<file path="src/rtl/core/tte_pkg.sv">
package tte_pkg;

  localparam int unsigned TableDepth = 32;
  localparam int unsigned IdxW = (TableDepth > 1) ? $clog2(TableDepth) : 1;
  localparam int unsigned TimeW = 48;
  localparam int unsigned IdW = 32;
  localparam int unsigned TagW = 32;

  typedef enum logic [1:0] {
    OP_ARM    = 2'd0,
    OP_CANCEL = 2'd1,
    OP_STEP   = 2'd2,
    OP_NONE   = 2'd3
  } op_t;

  typedef enum logic [1:0] {
    KIND_ARM    = 2'd0,
    KIND_CANCEL = 2'd1,
    KIND_EXPIRE = 2'd2,
    KIND_END    = 2'd3
  } kind_t;

  typedef enum logic [2:0] {
    ST_IDLE,
    ST_SCAN,
    ST_SCAN_LAST,
    ST_ARM_WR,
    ST_EMIT,
    ST_DONE
  } state_t;

  typedef struct packed {
    logic [TimeW-1:0] expiry;
    logic [IdW-1:0]   id;
    logic [TagW-1:0]  tag;
  } entry_t;

endpackage

</file>
<file path="src/rtl/core/tte_ram.sv">
module tte_ram
  import tte_pkg::*;
(
  input  logic            clk,
  input  logic            we,
  input  logic [IdxW-1:0] waddr,
  input  entry_t          wdata,
  input  logic [IdxW-1:0] raddr,
  output entry_t          rdata
);

  entry_t mem [TableDepth];

  // Write one entry, read one entry with registered data
  always_ff @(posedge clk) begin
    if (we) begin
      mem[waddr] <= wdata;
    end
    rdata <= mem[raddr];
  end

endmodule

</file>
<file path="src/rtl/core/timer_table_expiry.sv">
// Cancel: one memory read per table entry, a registered read, then the result
// (states ST_SCAN, ST_SCAN_LAST, ST_EMIT); arm adds an ST_ARM_WR write state.
// Step: results are the expiries, then the end marker; each expiry is one table
// sweep. An unused op code is taken and dropped with no result.
// One item at a time; the next transfer is taken only once the block is idle and
// the last result has been taken. Reset clears state, output valid, valid bits and id counter.
module timer_table_expiry
  import tte_pkg::*;
(
  input  logic             clk,
  input  logic             rst,
  input  logic             in_valid,
  output logic             in_stall,
  input  logic [1:0]       op,
  input  logic [TimeW-1:0] time_ms,
  input  logic [TagW-1:0]  user_tag,
  input  logic [IdW-1:0]   cancel_id,
  output logic             out_valid,
  input  logic             out_stall,
  output logic [1:0]       kind,
  output logic             ok,
  output logic [IdW-1:0]   timer_id,
  output logic [TagW-1:0]  expired_tag,
  output logic             last
);

  state_t state, state_next;

  logic [TableDepth-1:0] valid_bits;
  logic [IdW-1:0]        next_id;

  // Held item
  op_t              cur_op;
  logic [TimeW-1:0] cur_time;
  logic [TagW-1:0]  cur_tag;
  logic [IdW-1:0]   cur_cid;

  // Sweep state
  logic [IdxW-1:0]  scan_idx;   // address being read
  logic [IdxW-1:0]  data_idx;   // address of rdata
  logic             data_live;
  logic             best_hit;
  logic [IdxW-1:0]  best_idx;
  entry_t           best;
  logic             free_hit;
  logic [IdxW-1:0]  free_idx;

  logic             ram_we;
  logic [IdxW-1:0]  ram_waddr;
  entry_t           ram_wdata;
  entry_t           rdata;

  tte_ram u_ram (
    .clk  (clk),
    .we   (ram_we),
    .waddr(ram_waddr),
    .wdata(ram_wdata),
    .raddr(scan_idx),
    .rdata(rdata)
  );

  logic accept_in, accept_out;
  assign accept_in  = in_valid && !in_stall;
  assign accept_out = out_valid && !out_stall;
  assign in_stall   = (state != ST_IDLE) || out_valid;

  // Compare the entry read this cycle against the running best
  logic cand_due, cand_better, cand_match;
  always_comb begin
    cand_due    = data_live && valid_bits[data_idx] && (rdata.expiry < cur_time);
    cand_better = cand_due && (!best_hit || (rdata.expiry < best.expiry) ||
                  ((rdata.expiry == best.expiry) && (rdata.id < best.id)));
    cand_match  = data_live && valid_bits[data_idx] && (rdata.id == cur_cid);
  end

  logic scan_end;
  assign scan_end = (scan_idx == IdxW'(TableDepth - 1));

  // Next state
  always_comb begin
    state_next = state;
    unique case (state)
      ST_IDLE:      if (accept_in && (op_t'(op) != OP_NONE)) state_next = ST_SCAN;
      ST_SCAN:      if (scan_end) state_next = ST_SCAN_LAST;
      ST_SCAN_LAST: state_next = (cur_op == OP_ARM) ? ST_ARM_WR : ST_EMIT;
      ST_ARM_WR:    state_next = ST_EMIT;
      ST_EMIT:      if (!out_valid || accept_out) state_next = ST_DONE;
      ST_DONE:      if (!out_valid || accept_out) begin
        state_next = (cur_op == OP_STEP && best_hit) ? ST_SCAN : ST_IDLE;
      end
      default:      state_next = ST_IDLE;
    endcase
  end

  always_ff @(posedge clk) begin
    if (rst) state <= ST_IDLE;
    else     state <= state_next;
  end

  // Arm writes the held item into the free slot
  always_comb begin
    ram_we           = (state == ST_ARM_WR) && free_hit;
    ram_waddr        = free_idx;
    ram_wdata.expiry = cur_time;
    ram_wdata.id     = next_id;
    ram_wdata.tag    = cur_tag;
  end

  // Capture item, sweep, and track the best candidate
  always_ff @(posedge clk) begin
    if (accept_in) begin
      cur_op   <= op_t'(op);
      cur_time <= time_ms;
      cur_tag  <= user_tag;
      cur_cid  <= cancel_id;
    end
    data_idx  <= scan_idx;
    data_live <= (state == ST_SCAN);
    if ((state == ST_IDLE) || ((state == ST_DONE) && (state_next != ST_DONE))) begin
      scan_idx <= '0;
      best_hit <= 1'b0;
      free_hit <= 1'b0;
    end else if (state == ST_SCAN || state == ST_SCAN_LAST) begin
      if (state == ST_SCAN) scan_idx <= scan_idx + IdxW'(1);
      if (cur_op == OP_STEP) begin
        if (cand_better) begin
          best_hit <= 1'b1;
          best_idx <= data_idx;
          best     <= rdata;
        end
      end else if (cur_op == OP_CANCEL) begin
        if (cand_match && !best_hit) begin
          best_hit <= 1'b1;
          best_idx <= data_idx;
        end
      end
      // Free slot search uses the valid bits directly, lowest index wins
      if (state == ST_SCAN && !valid_bits[scan_idx] && !free_hit) begin
        free_hit <= 1'b1;
        free_idx <= scan_idx;
      end
    end
  end

  // Valid bits and id counter
  always_ff @(posedge clk) begin
    if (rst) begin
      valid_bits <= '0;
      next_id    <= '0;
    end else if (state == ST_ARM_WR) begin
      if (free_hit) begin
        valid_bits[free_idx] <= 1'b1;
        next_id              <= next_id + IdW'(1);
      end
    end else if (state == ST_EMIT && (!out_valid || accept_out)) begin
      if (cur_op != OP_ARM && best_hit) valid_bits[best_idx] <= 1'b0;
    end
  end

  // Output register
  always_ff @(posedge clk) begin
    if (rst) begin
      out_valid <= 1'b0;
    end else if (state == ST_EMIT && (!out_valid || accept_out)) begin
      out_valid   <= 1'b1;
      unique case (cur_op)
        OP_ARM: begin
          kind        <= KIND_ARM;
          ok          <= free_hit;
          timer_id    <= free_hit ? next_id - IdW'(1) : '0;
          expired_tag <= '0;
          last        <= 1'b1;
        end
        OP_CANCEL: begin
          kind        <= KIND_CANCEL;
          ok          <= best_hit;
          timer_id    <= '0;
          expired_tag <= '0;
          last        <= 1'b1;
        end
        default: begin
          kind        <= best_hit ? KIND_EXPIRE : KIND_END;
          ok          <= 1'b1;
          timer_id    <= best_hit ? best.id : '0;
          expired_tag <= best_hit ? best.tag : '0;
          last        <= !best_hit;
        end
      endcase
    end else if (accept_out) begin
      out_valid <= 1'b0;
    end
  end

  // A new item is never taken while a result waits
  assert property (@(posedge clk) disable iff (rst) accept_in |-> !out_valid)
    else $error("item accepted with result pending");

  // Sweep runs only while busy
  assert property (@(posedge clk) disable iff (rst)
    (state == ST_SCAN) |-> in_stall)
    else $error("input open during sweep");

  // Arm write targets a free slot
  assert property (@(posedge clk) disable iff (rst)
    ram_we |-> !valid_bits[ram_waddr])
    else $error("arm overwrote a live timer");

  // Expired results carry ok set and last clear
  assert property (@(posedge clk) disable iff (rst)
    (out_valid && kind == KIND_EXPIRE) |-> (ok && !last))
    else $error("bad expiry result");

endmodule

</file>
<file path="config.mk">
export PLATFORM = sky130hd
export DESIGN_NAME = timer_table_expiry
export DESIGN_NICKNAME = d
export VERILOG_FILES = /design/src/rtl/core/tte_pkg.sv /design/src/rtl/core/tte_ram.sv /design/src/rtl/core/timer_table_expiry.sv
export SDC_FILE = /design/constraint.sdc
export NUM_CORES = 2
export LEC_CHECK = 0
export BUFFER_PORTS_ARGS = -buffer_cell sky130_fd_sc_hd__buf_2
export CAP_MARGIN = 20
export CORE_MARGIN = 2
export CORE_UTILIZATION = 56
export DETAILED_ROUTE_END_ITERATION = 12
export PLACE_DENSITY = 0.75
export SETUP_SLACK_MARGIN = 0.02
export SYNTH_ARGS = -nofsm -noshare
export SYNTH_HDL_FRONTEND = slang
export SYNTH_SLANG_ARGS = --single-unit
</file>
<file path="constraint.sdc">
create_clock -name clk -period 7.5 [get_ports clk]
set_input_delay 0.375 -clock clk [delete_from_list [all_inputs] [get_ports clk]]
set_output_delay 0.375 -clock clk [all_outputs]
set_load 0.05 [all_outputs]
</file>
Yosys cells after proc, flatten, opt, wreduce, memory -nomap -nowiden
Memory sizes are Yosys's and may differ from the RTL's. A register that Yosys moved wholly into a read port is not among the register bits.
Index checks and enable logic that the tools add are counted.
{ "classes": {"n_addsub": 3, "order_cmp": 9, "n_eq_ne": 14, "mux": 37, "bitwise_logic": 6, "n_reduce_logical": 50} }
{ "ops": {"columns": ["op", "count"], "rows": [
  ["$mux 32", 6],
  ["$lt 48x48->1", 2],
  ["$pmux 32 s2", 1],
  ["$eq 48x48->1", 1],
  ["$add 32x1->32 const B", 1],
  ["$and 32x32->32", 1],
  ["$eq 32x32->1", 1],
  ["$lt 32x32->1", 1],
  ["$not 32->32", 1],
  ["$or 32x32->32", 1],
  ["$sub 32x1->32 const B", 1],
  ["$lt 5x6->1 const B", 4],
  ["$mux 5", 4],
  ["$logic_and 1x1->1", 18],
  ["$pmux 3 s6", 1],
  ["$mux 3", 5],
  ["$mux 1", 14],
  ["$reduce_bool 2->1", 6],
  ["$bmux 1 s5", 2],
  ["$demux 1 s5", 2],
  ["$ge 5x1->1 const B", 2],
  ["$reduce_and 2->1", 4],
  ["$reduce_and 4->1", 2],
  ["$eq 3x2->1 const B", 2],
  ["other kinds (20)", 36]
]} }
{ "totals": {"regBits": 385, "ramBits": 3584, "inputBits": 118, "elab_cells": 143, "memories": 1} }
{ "memory_table": {"columns": ["name", "depth", "word_bits", "read_ports", "rd_clocked_by_memory_dff", "write_ports", "line", "source"], "rows": [
  ["u_ram.mem", 32, 112, 1, 1, 1, "tte_ram.sv:12", "entry_t mem [TableDepth];"]
]} }

Logic depth before layout (Yosys ltp)
{ "logic_depth": {"ltp_word": 12, "ltp_mapped": 10} }

By module
Synthesis repeated with hierarchy kept, for this count alone.
{ "hier_totals": {"hier_cells": 7961, "area_unflattened_um2": 155993.4} }
{ "by_module_without_submodules": {"columns": ["mod", "instances", "cells_each", "area_per_inst_um2"], "rows": [
  ["tte_ram", 1, 6524, 138226.3],
  ["timer_table_expiry", 1, 1437, 17767.0]
]} }

Worst setup path before layout
OpenSTA, ideal clock, no wires.
{ "synth_timing": {"path_kind": "flip-flop to flip-flop", "startpoint": "register cur_time[45]", "endpoint": "register best[0] in the netlist's numbering (enable)", "setup_time_ns": 0.584, "arrival_time_ns": 6.723, "required_time_ns": 6.916, "slack_ns": 0.193, "stages_incl_launch_ff": 9, "n_path_buf": 0, "path_cell_list": "edfxtp_1 -> inv_1 -> ha_1 -> a211oi_1 -> o2111ai_1 -> a2111oi_0 -> and3_1 -> nand3_1 -> nor2_1"} }
{ "synth_via": {"elab_chain_cells": 4} }
{ "synth_rtl": {"columns": ["item", "line", "source"], "rows": [
  ["start: declaration", "timer_table_expiry.sv:34", "logic [TimeW-1:0] cur_time;"],
  ["start signal: assignment", "timer_table_expiry.sv:113", "cur_time <= time_ms;"],
  ["$lt 48x48->1", "timer_table_expiry.sv:70", "cand_due = data_live && valid_bits[data_idx] && (rdata.expiry < cur_time);"],
  ["$logic_and 1x1->1", "timer_table_expiry.sv:70", null],
  ["$logic_and 1x1->1", "timer_table_expiry.sv:71", "cand_better = cand_due && (!best_hit || (rdata.expiry < best.expiry) ||"],
  ["$reduce_and 4->1 (no line)", null, null],
  ["end signal: assignment", "timer_table_expiry.sv:129", "best <= rdata;"],
  ["end: declaration", "timer_table_expiry.sv:44", "entry_t best;"]
]} }
No other way between the ends.
A chain may end at the register's enable or synchronous reset.

Final worst setup path
Ends and elaborated chain as after synthesis.

==> impl_results.html <==
<table>
<tr><th>Metric</th><th>Value</th></tr>
<tr><th colspan="2">STA</th></tr>
<tr><td>Achievable frequency</td><td>195 MHz</td></tr>
<tr><td>Fin. max-slew vios</td><td>0</td></tr>
<tr><td>Clk_skew</td><td>just over 100 ps</td></tr>
<tr><td>Final critical-path share of the clock period</td><td>between 60% and 70%</td></tr>
<tr><td>Setup Total Neg Slack</td><td>0 ps</td></tr>
<tr><td>Final Hold Violating Endpoints</td><td>0</td></tr>
<tr><td>Clock period minus worst slack</td><td>just over 5000 ps</td></tr>
<tr><td>Number of setup violations in the final report</td><td>0</td></tr>
<tr><td>Setup repair after global routing missed its margin</td><td>false</td></tr>
<tr><td>Transition at the pin with the smallest max-transition slack</td><td>1190 ps</td></tr>
<tr><td>Max-Slew Margin vs Limit</td><td>about a fifth</td></tr>
<tr><th colspan="2">Floorplanning</th></tr>
<tr><td>Number of top-level design ports</td><td>188</td></tr>
<tr><td>Starting density of the core</td><td>between 50% and 60%</td></tr>
<tr><td>Die outline area</td><td>about 280000 um^2</td></tr>
<tr><td>Die extent in y</td><td>between 500 and 600 um</td></tr>
<tr><td>Standard-cell rows</td><td>193</td></tr>
<tr><td>Core footprint</td><td>276000 um^2</td></tr>
<tr><td>Width of the die</td><td>between 500 and 600 um</td></tr>
<tr><th colspan="2">Critical path</th></tr>
<tr><td>Launching element type of the critical path</td><td>flop</td></tr>
<tr><td>Worst path cell trace</td><td>inv_1, ha_1, a211oi_1, o2111ai_1, a2111oi_0, and3_1, nand3_1, nor2_4, buf_4</td></tr>
<tr><td>Arrival time at the worst endpoint</td><td>approximately 5700 ps</td></tr>
<tr><td>Critical Path Sink Type</td><td>flop</td></tr>
<tr><td>Crit path max-delay family</td><td>compound AO/OA/AOI/OAI gates</td></tr>
<tr><td>Worst-case reg-to-reg path depth</td><td>9</td></tr>
<tr><td>Peak per-stage delay on the critical path</td><td>approximately 1000 ps</td></tr>
<tr><td>Maximum fanout along the worst path</td><td>33</td></tr>
<tr><td>Critical path data required time</td><td>around 8000 ps</td></tr>
<tr><td>Worst flop-to-flop path endpoint</td><td>best[0]</td></tr>
<tr><td>R2R setup slack</td><td>around 2400 ps</td></tr>
<tr><td>Critical path buffers and inverters</td><td>2</td></tr>
<tr><td>Worst setup path start</td><td>cur_time[45]</td></tr>
<tr><td>Slowest-stage cell, CP</td><td>sky130_fd_sc_hd__a2111oi_0</td></tr>
<tr><td>Worst R2R Start</td><td>cur_time[45]</td></tr>
<tr><td>Critical path class</td><td>flop to flop</td></tr>
<tr><th colspan="2">Cells and area</th></tr>
<tr><td>Share of final-layout standard cells stronger than drive strength 1</td><td>a little under a third</td></tr>
<tr><td>Net count, final</td><td>7452</td></tr>
<tr><td>Register Area</td><td>between 100000 and 150000 um^2</td></tr>
<tr><td>Post-route standard cell area excluding fillers</td><td>roughly 180000 um^2</td></tr>
<tr><td>Area used by multi-input combinational logic</td><td>33100 um^2</td></tr>
<tr><td>Fill cell count</td><td>around 17k</td></tr>
<tr><td>Layout Cells excl Fill</td><td>about 11k</td></tr>
<tr><td>Area growth, synth to finish</td><td>13.5%</td></tr>
<tr><th colspan="2">Outcome</th></tr>
<tr><td>Outcome</td><td>finished, final reports clean</td></tr>
<tr><th colspan="2">Clock network</th></tr>
<tr><td>Number of post-CTS setup repair buffers</td><td>0</td></tr>
<tr><td>Number of clock sinks seen by CTS</td><td>4081</td></tr>
<tr><td>Clock tree from TritonCTS</td><td>yes</td></tr>
<tr><td>Number of buffers inserted for hold repair after clock tree synthesis</td><td>approximately 120</td></tr>
<tr><td>CTS HTree Levels</td><td>5</td></tr>
<tr><td>Clock transition time at the flip-flop clock pins of the worst setup and hold paths</td><td>70 ps</td></tr>
<tr><td>Number of CTS-inserted buffers</td><td>395</td></tr>
<tr><td>CTS-repair resized insts</td><td>0</td></tr>
<tr><td>CTS max path bufs</td><td>4</td></tr>
<tr><td>Buffer cell driving the clock tree root</td><td>sky130_fd_sc_hd__clkbuf_16</td></tr>
<tr><td>Clock latency of the later-clocked register in the worst-skew pair</td><td>about 990 ps</td></tr>
<tr><th colspan="2">Power</th></tr>
<tr><td>Net switching fraction of the power</td><td>between 20% and 30%</td></tr>
<tr><td>Worst supply voltage drop on vdd</td><td>between 0.15 and 0.2 mV</td></tr>
<tr><td>Total power density per cell area</td><td>approximately 260 nW/um^2</td></tr>
<tr><td>Leakage power total</td><td>~55 nW</td></tr>
<tr><td>Internal</td><td>36.8 mW</td></tr>
<tr><td>Portion of total power attributed to the clock network</td><td>a little over two fifths</td></tr>
<tr><td>Sequential share of power</td><td>54.7%</td></tr>
<tr><td>Combinational power share</td><td>2.0%</td></tr>
<tr><td>Switch Pwr</td><td>9.29 mW</td></tr>
<tr><th colspan="2">GRT</th></tr>
<tr><td>GRT Overall Usage</td><td>approximately 28%</td></tr>
<tr><td>Via count of the first global-routing pass</td><td>approximately 76k</td></tr>
<tr><td>Wire length of the first global-routing pass</td><td>roughly 560 mm</td></tr>
<tr><td>Largest net degree at the start of global routing</td><td>between 100 and 150</td></tr>
<tr><td>Initial antenna violation count</td><td>17</td></tr>
<tr><td>Overflow left after global routing</td><td>0</td></tr>
<tr><th colspan="2">Worst hold path</th></tr>
<tr><td>Worst hold path class</td><td>primary input to flop</td></tr>
<tr><td>Hold depth</td><td>2</td></tr>
<tr><td>Worst hold path endpoint</td><td>cur_tag[20]</td></tr>
<tr><td>Hold path startpoint</td><td>user_tag[20]</td></tr>
<tr><th colspan="2">Drt</th></tr>
<tr><td>Count of vias placed by the detailed router</td><td>75.5k</td></tr>
<tr><td>Number of DRC markers after the initial detailed-route iteration</td><td>11.7k</td></tr>
<tr><td>Vias/cell</td><td>~6.7</td></tr>
<tr><td>TritonRoute pass-1 iters</td><td>5</td></tr>
<tr><td>Average detailed-routed wire length per instance</td><td>about 35 um</td></tr>
<tr><td>Wire length reported by the detailed router</td><td>~390 mm</td></tr>
<tr><td>Post-route ant nets</td><td>0</td></tr>
<tr><td>DRC violations left</td><td>0</td></tr>
<tr><th colspan="2">Synthesis</th></tr>
<tr><td>Synth top area cells</td><td>sky130_fd_sc_hd__edfxtp_1 (75%), sky130_fd_sc_hd__mux4_2 (16%), sky130_fd_sc_hd__dfxtp_1 (2.5%)</td></tr>
<tr><td>Share of flip-flops with an asynchronous set or reset</td><td>0%</td></tr>
<tr><td>Leading cell type by number of instances after synthesis</td><td>sky130_fd_sc_hd__edfxtp_1</td></tr>
<tr><td>Ranking of synthesized cells by instance count</td><td>sky130_fd_sc_hd__edfxtp_1 (3888), sky130_fd_sc_hd__mux4_2 (1136), sky130_fd_sc_hd__dfxtp_1 (193)</td></tr>
<tr><td>Cell type with the largest total area after synthesis</td><td>sky130_fd_sc_hd__edfxtp_1</td></tr>
<tr><td>Post-synth EDFFs</td><td>a little under 4k</td></tr>
<tr><td>Predominant post-synthesis flop cell</td><td>sky130_fd_sc_hd__edfxtp_1</td></tr>
<tr><td>Net count after synthesis</td><td>around 7k</td></tr>
<tr><td>Number of cells produced by synthesis</td><td>around 6.6k</td></tr>
<tr><td>Post-synth top area share</td><td>approximately 75%</td></tr>
<tr><td>Post-Synthesis Cell Area</td><td>155000 um^2</td></tr>
<tr><td>Seq/Total Area, Yosys</td><td>between 70 and 80%</td></tr>
<tr><td>Synthesis-stage register bit count</td><td>4081</td></tr>
<tr><td>Count of distinct cell types in the synthesized netlist</td><td>64</td></tr>
<tr><td>Syn. warnings</td><td>0</td></tr>
<tr><td>Post-Synthesis Mean Instance Area</td><td>approximately 23 um^2</td></tr>
<tr><th colspan="2">Placed design</th></tr>
<tr><td>Final estimated routing congestion in global placement</td><td>about 0.83</td></tr>
<tr><td>Number of buffer cells added on primary ports</td><td>roughly 190</td></tr>
<tr><td>Placed Cells</td><td>between 10k and 15k</td></tr>
<tr><td>Post-DP Area</td><td>162000 um^2</td></tr>
<tr><td>Final HPWL DP</td><td>roughly 190 mm</td></tr>
<tr><th colspan="2">Run</th></tr>
<tr><td>Max-cap violations</td><td>0</td></tr>
</table>
layout by cell type (no fill, tap or decap), types with 7 or more instances in the layout:
cell type                       Yosys  final
sky130_fd_sc_hd__edfxtp_1        3888   3888
sky130_fd_sc_hd__mux4_2          1136   1136
sky130_fd_sc_hd__clkbuf_16          0    398
sky130_fd_sc_hd__buf_2             26    188
sky130_fd_sc_hd__dfxtp_1          193    186
sky130_fd_sc_hd__inv_1            140    140
sky130_fd_sc_hd__buf_4             25    137
sky130_fd_sc_hd__ha_1             133    133
sky130_fd_sc_hd__dlygate4sd3_1      0    116
sky130_fd_sc_hd__mux2_2           114    114
sky130_fd_sc_hd__nor2_1           143    108
sky130_fd_sc_hd__clkbuf_1         184    103
sky130_fd_sc_hd__clkinv_2           0     79
sky130_fd_sc_hd__nand2_1           66     65
sky130_fd_sc_hd__a21oi_1           59     59
sky130_fd_sc_hd__xor2_1            49     49
sky130_fd_sc_hd__clkinv_1           0     47
sky130_fd_sc_hd__and3_1            43     43
sky130_fd_sc_hd__xnor2_1           43     43
sky130_fd_sc_hd__clkbuf_8           0     40
sky130_fd_sc_hd__a211oi_1          37     37
sky130_fd_sc_hd__nand3_1           36     36
sky130_fd_sc_hd__buf_12             0     36
sky130_fd_sc_hd__nor2_4             0     35
sky130_fd_sc_hd__bufinv_16          0     31
sky130_fd_sc_hd__o22ai_1           29     29
sky130_fd_sc_hd__nand4_1           29     29
sky130_fd_sc_hd__o21ai_0           28     28
sky130_fd_sc_hd__nor3_1            18     18
sky130_fd_sc_hd__clkinv_16          0     16
sky130_fd_sc_hd__buf_16             0     14
sky130_fd_sc_hd__a21o_1            13     13
sky130_fd_sc_hd__nor4_1            12     12
sky130_fd_sc_hd__nand2b_1           9      9
sky130_fd_sc_hd__clkinvlp_4         0      9
sky130_fd_sc_hd__or3_1              8      8
sky130_fd_sc_hd__diode_2            0      7
sky130_fd_sc_hd__mux2i_1            7      7
layer usage:
| metal | GRT usage (%) | part of all wire [%] |
|---|---|---|
| met4 | 10.1 | 3.9 |
| met5 | 0 | 0.013 |
| met1 | 39.0 | 36 |
| met3 | 4.76 | 11 |
| met2 | 45.5 | 49 |
power by group through the flow:
| stage | clock network [mW] | logic [mW] | registers [mW] |
|---|---|---|---|
| after detailed placement | 0 | 0.886 | 25.7 |
| after global placement | 0 | 0.878 | 25.7 |
| after floorplan | 0 | 0.646 | 25.6 |
| after CTS | 20.1 | 0.952 | 25.2 |
| final | 19.9 | 0.939 | 25.2 |
| after global routing | 20.9 | 1.01 | 25.2 |
how the worst max path moves through the flow:
stage          endpoint  slack (ps)  cells after the start
6_report        best[0]        2370                      9
5_1_grt         best[0]        2130                      9
4_1_cts         best[0]        2430                      9
3_5_place_dp   best[22]        2730                      9
3_3_place_gp   best[22]        2780                      9
2_1_floorplan   best[0]         190                      8
sequential cells by signal, indices dropped and copies added, names as in the netlist, 2 cells and up:
name	flops
cur_cid	32
expired_tag	32
cur_time	48
timer_id	32
valid_bits	32
scan_idx	5
state	3
u_ram.mem	3584
best_idx	5
next_id	32
u_ram.rdata	112
data_idx	5
best	112
kind	2
cur_op	2
free_idx	5
cur_tag	32
layout make-up:
class	instances	share of cell area [%]
Sequential cell	4081	68.5
Clock buffer	541	6.18
Clock inverter	192	1.24
Inverter	140	0.298
Tap cell	3705	2.63
Multi-Input combinational cell	2091	18.8
Antenna cell	7	0.00994
Timing Repair Buffer	492	2.41
worst reg2reg max path, stage by stage (launching register included):
cell	delay (ps)
sky130_fd_sc_hd__edfxtp_1	930
sky130_fd_sc_hd__inv_1	150
sky130_fd_sc_hd__ha_1	370
sky130_fd_sc_hd__a211oi_1	320
sky130_fd_sc_hd__o2111ai_1	250
sky130_fd_sc_hd__a2111oi_0	1040
sky130_fd_sc_hd__and3_1	340
sky130_fd_sc_hd__nand3_1	150
sky130_fd_sc_hd__nor2_4	670
sky130_fd_sc_hd__buf_4	520
logic make-up (layout without fill, tap and decap cells):
family                     after synthesis  after routing  share of synthesized area (%)
DFF                                   4081           4081                           77.7
muxes                                 1257           1257                           17.3
buffers and inverters                  452           1365                           1.20
and+or+nand+nor                        410            410                           1.38
AOI/OAI and AO/OA                      199            199                          0.820
adders and majority gates              133            133                           1.07
xor gates and xnor gates                92             92                          0.519
other                                    0              7                              0
stage by stage:
stage	utilization (%)	hold slack (ps)	setup slack, ps	power [mW]
floorplan	-	345	193	26.2
global placement	58.5	387	2780	26.5
detailed placement	58.5	391	2730	26.6
CTS	63.7	55.2	2430	46.2
global route	63.8	92.1	2130	47.1
finish	63.8	121	2370	46.0
(Power assumes the default switching activity.)
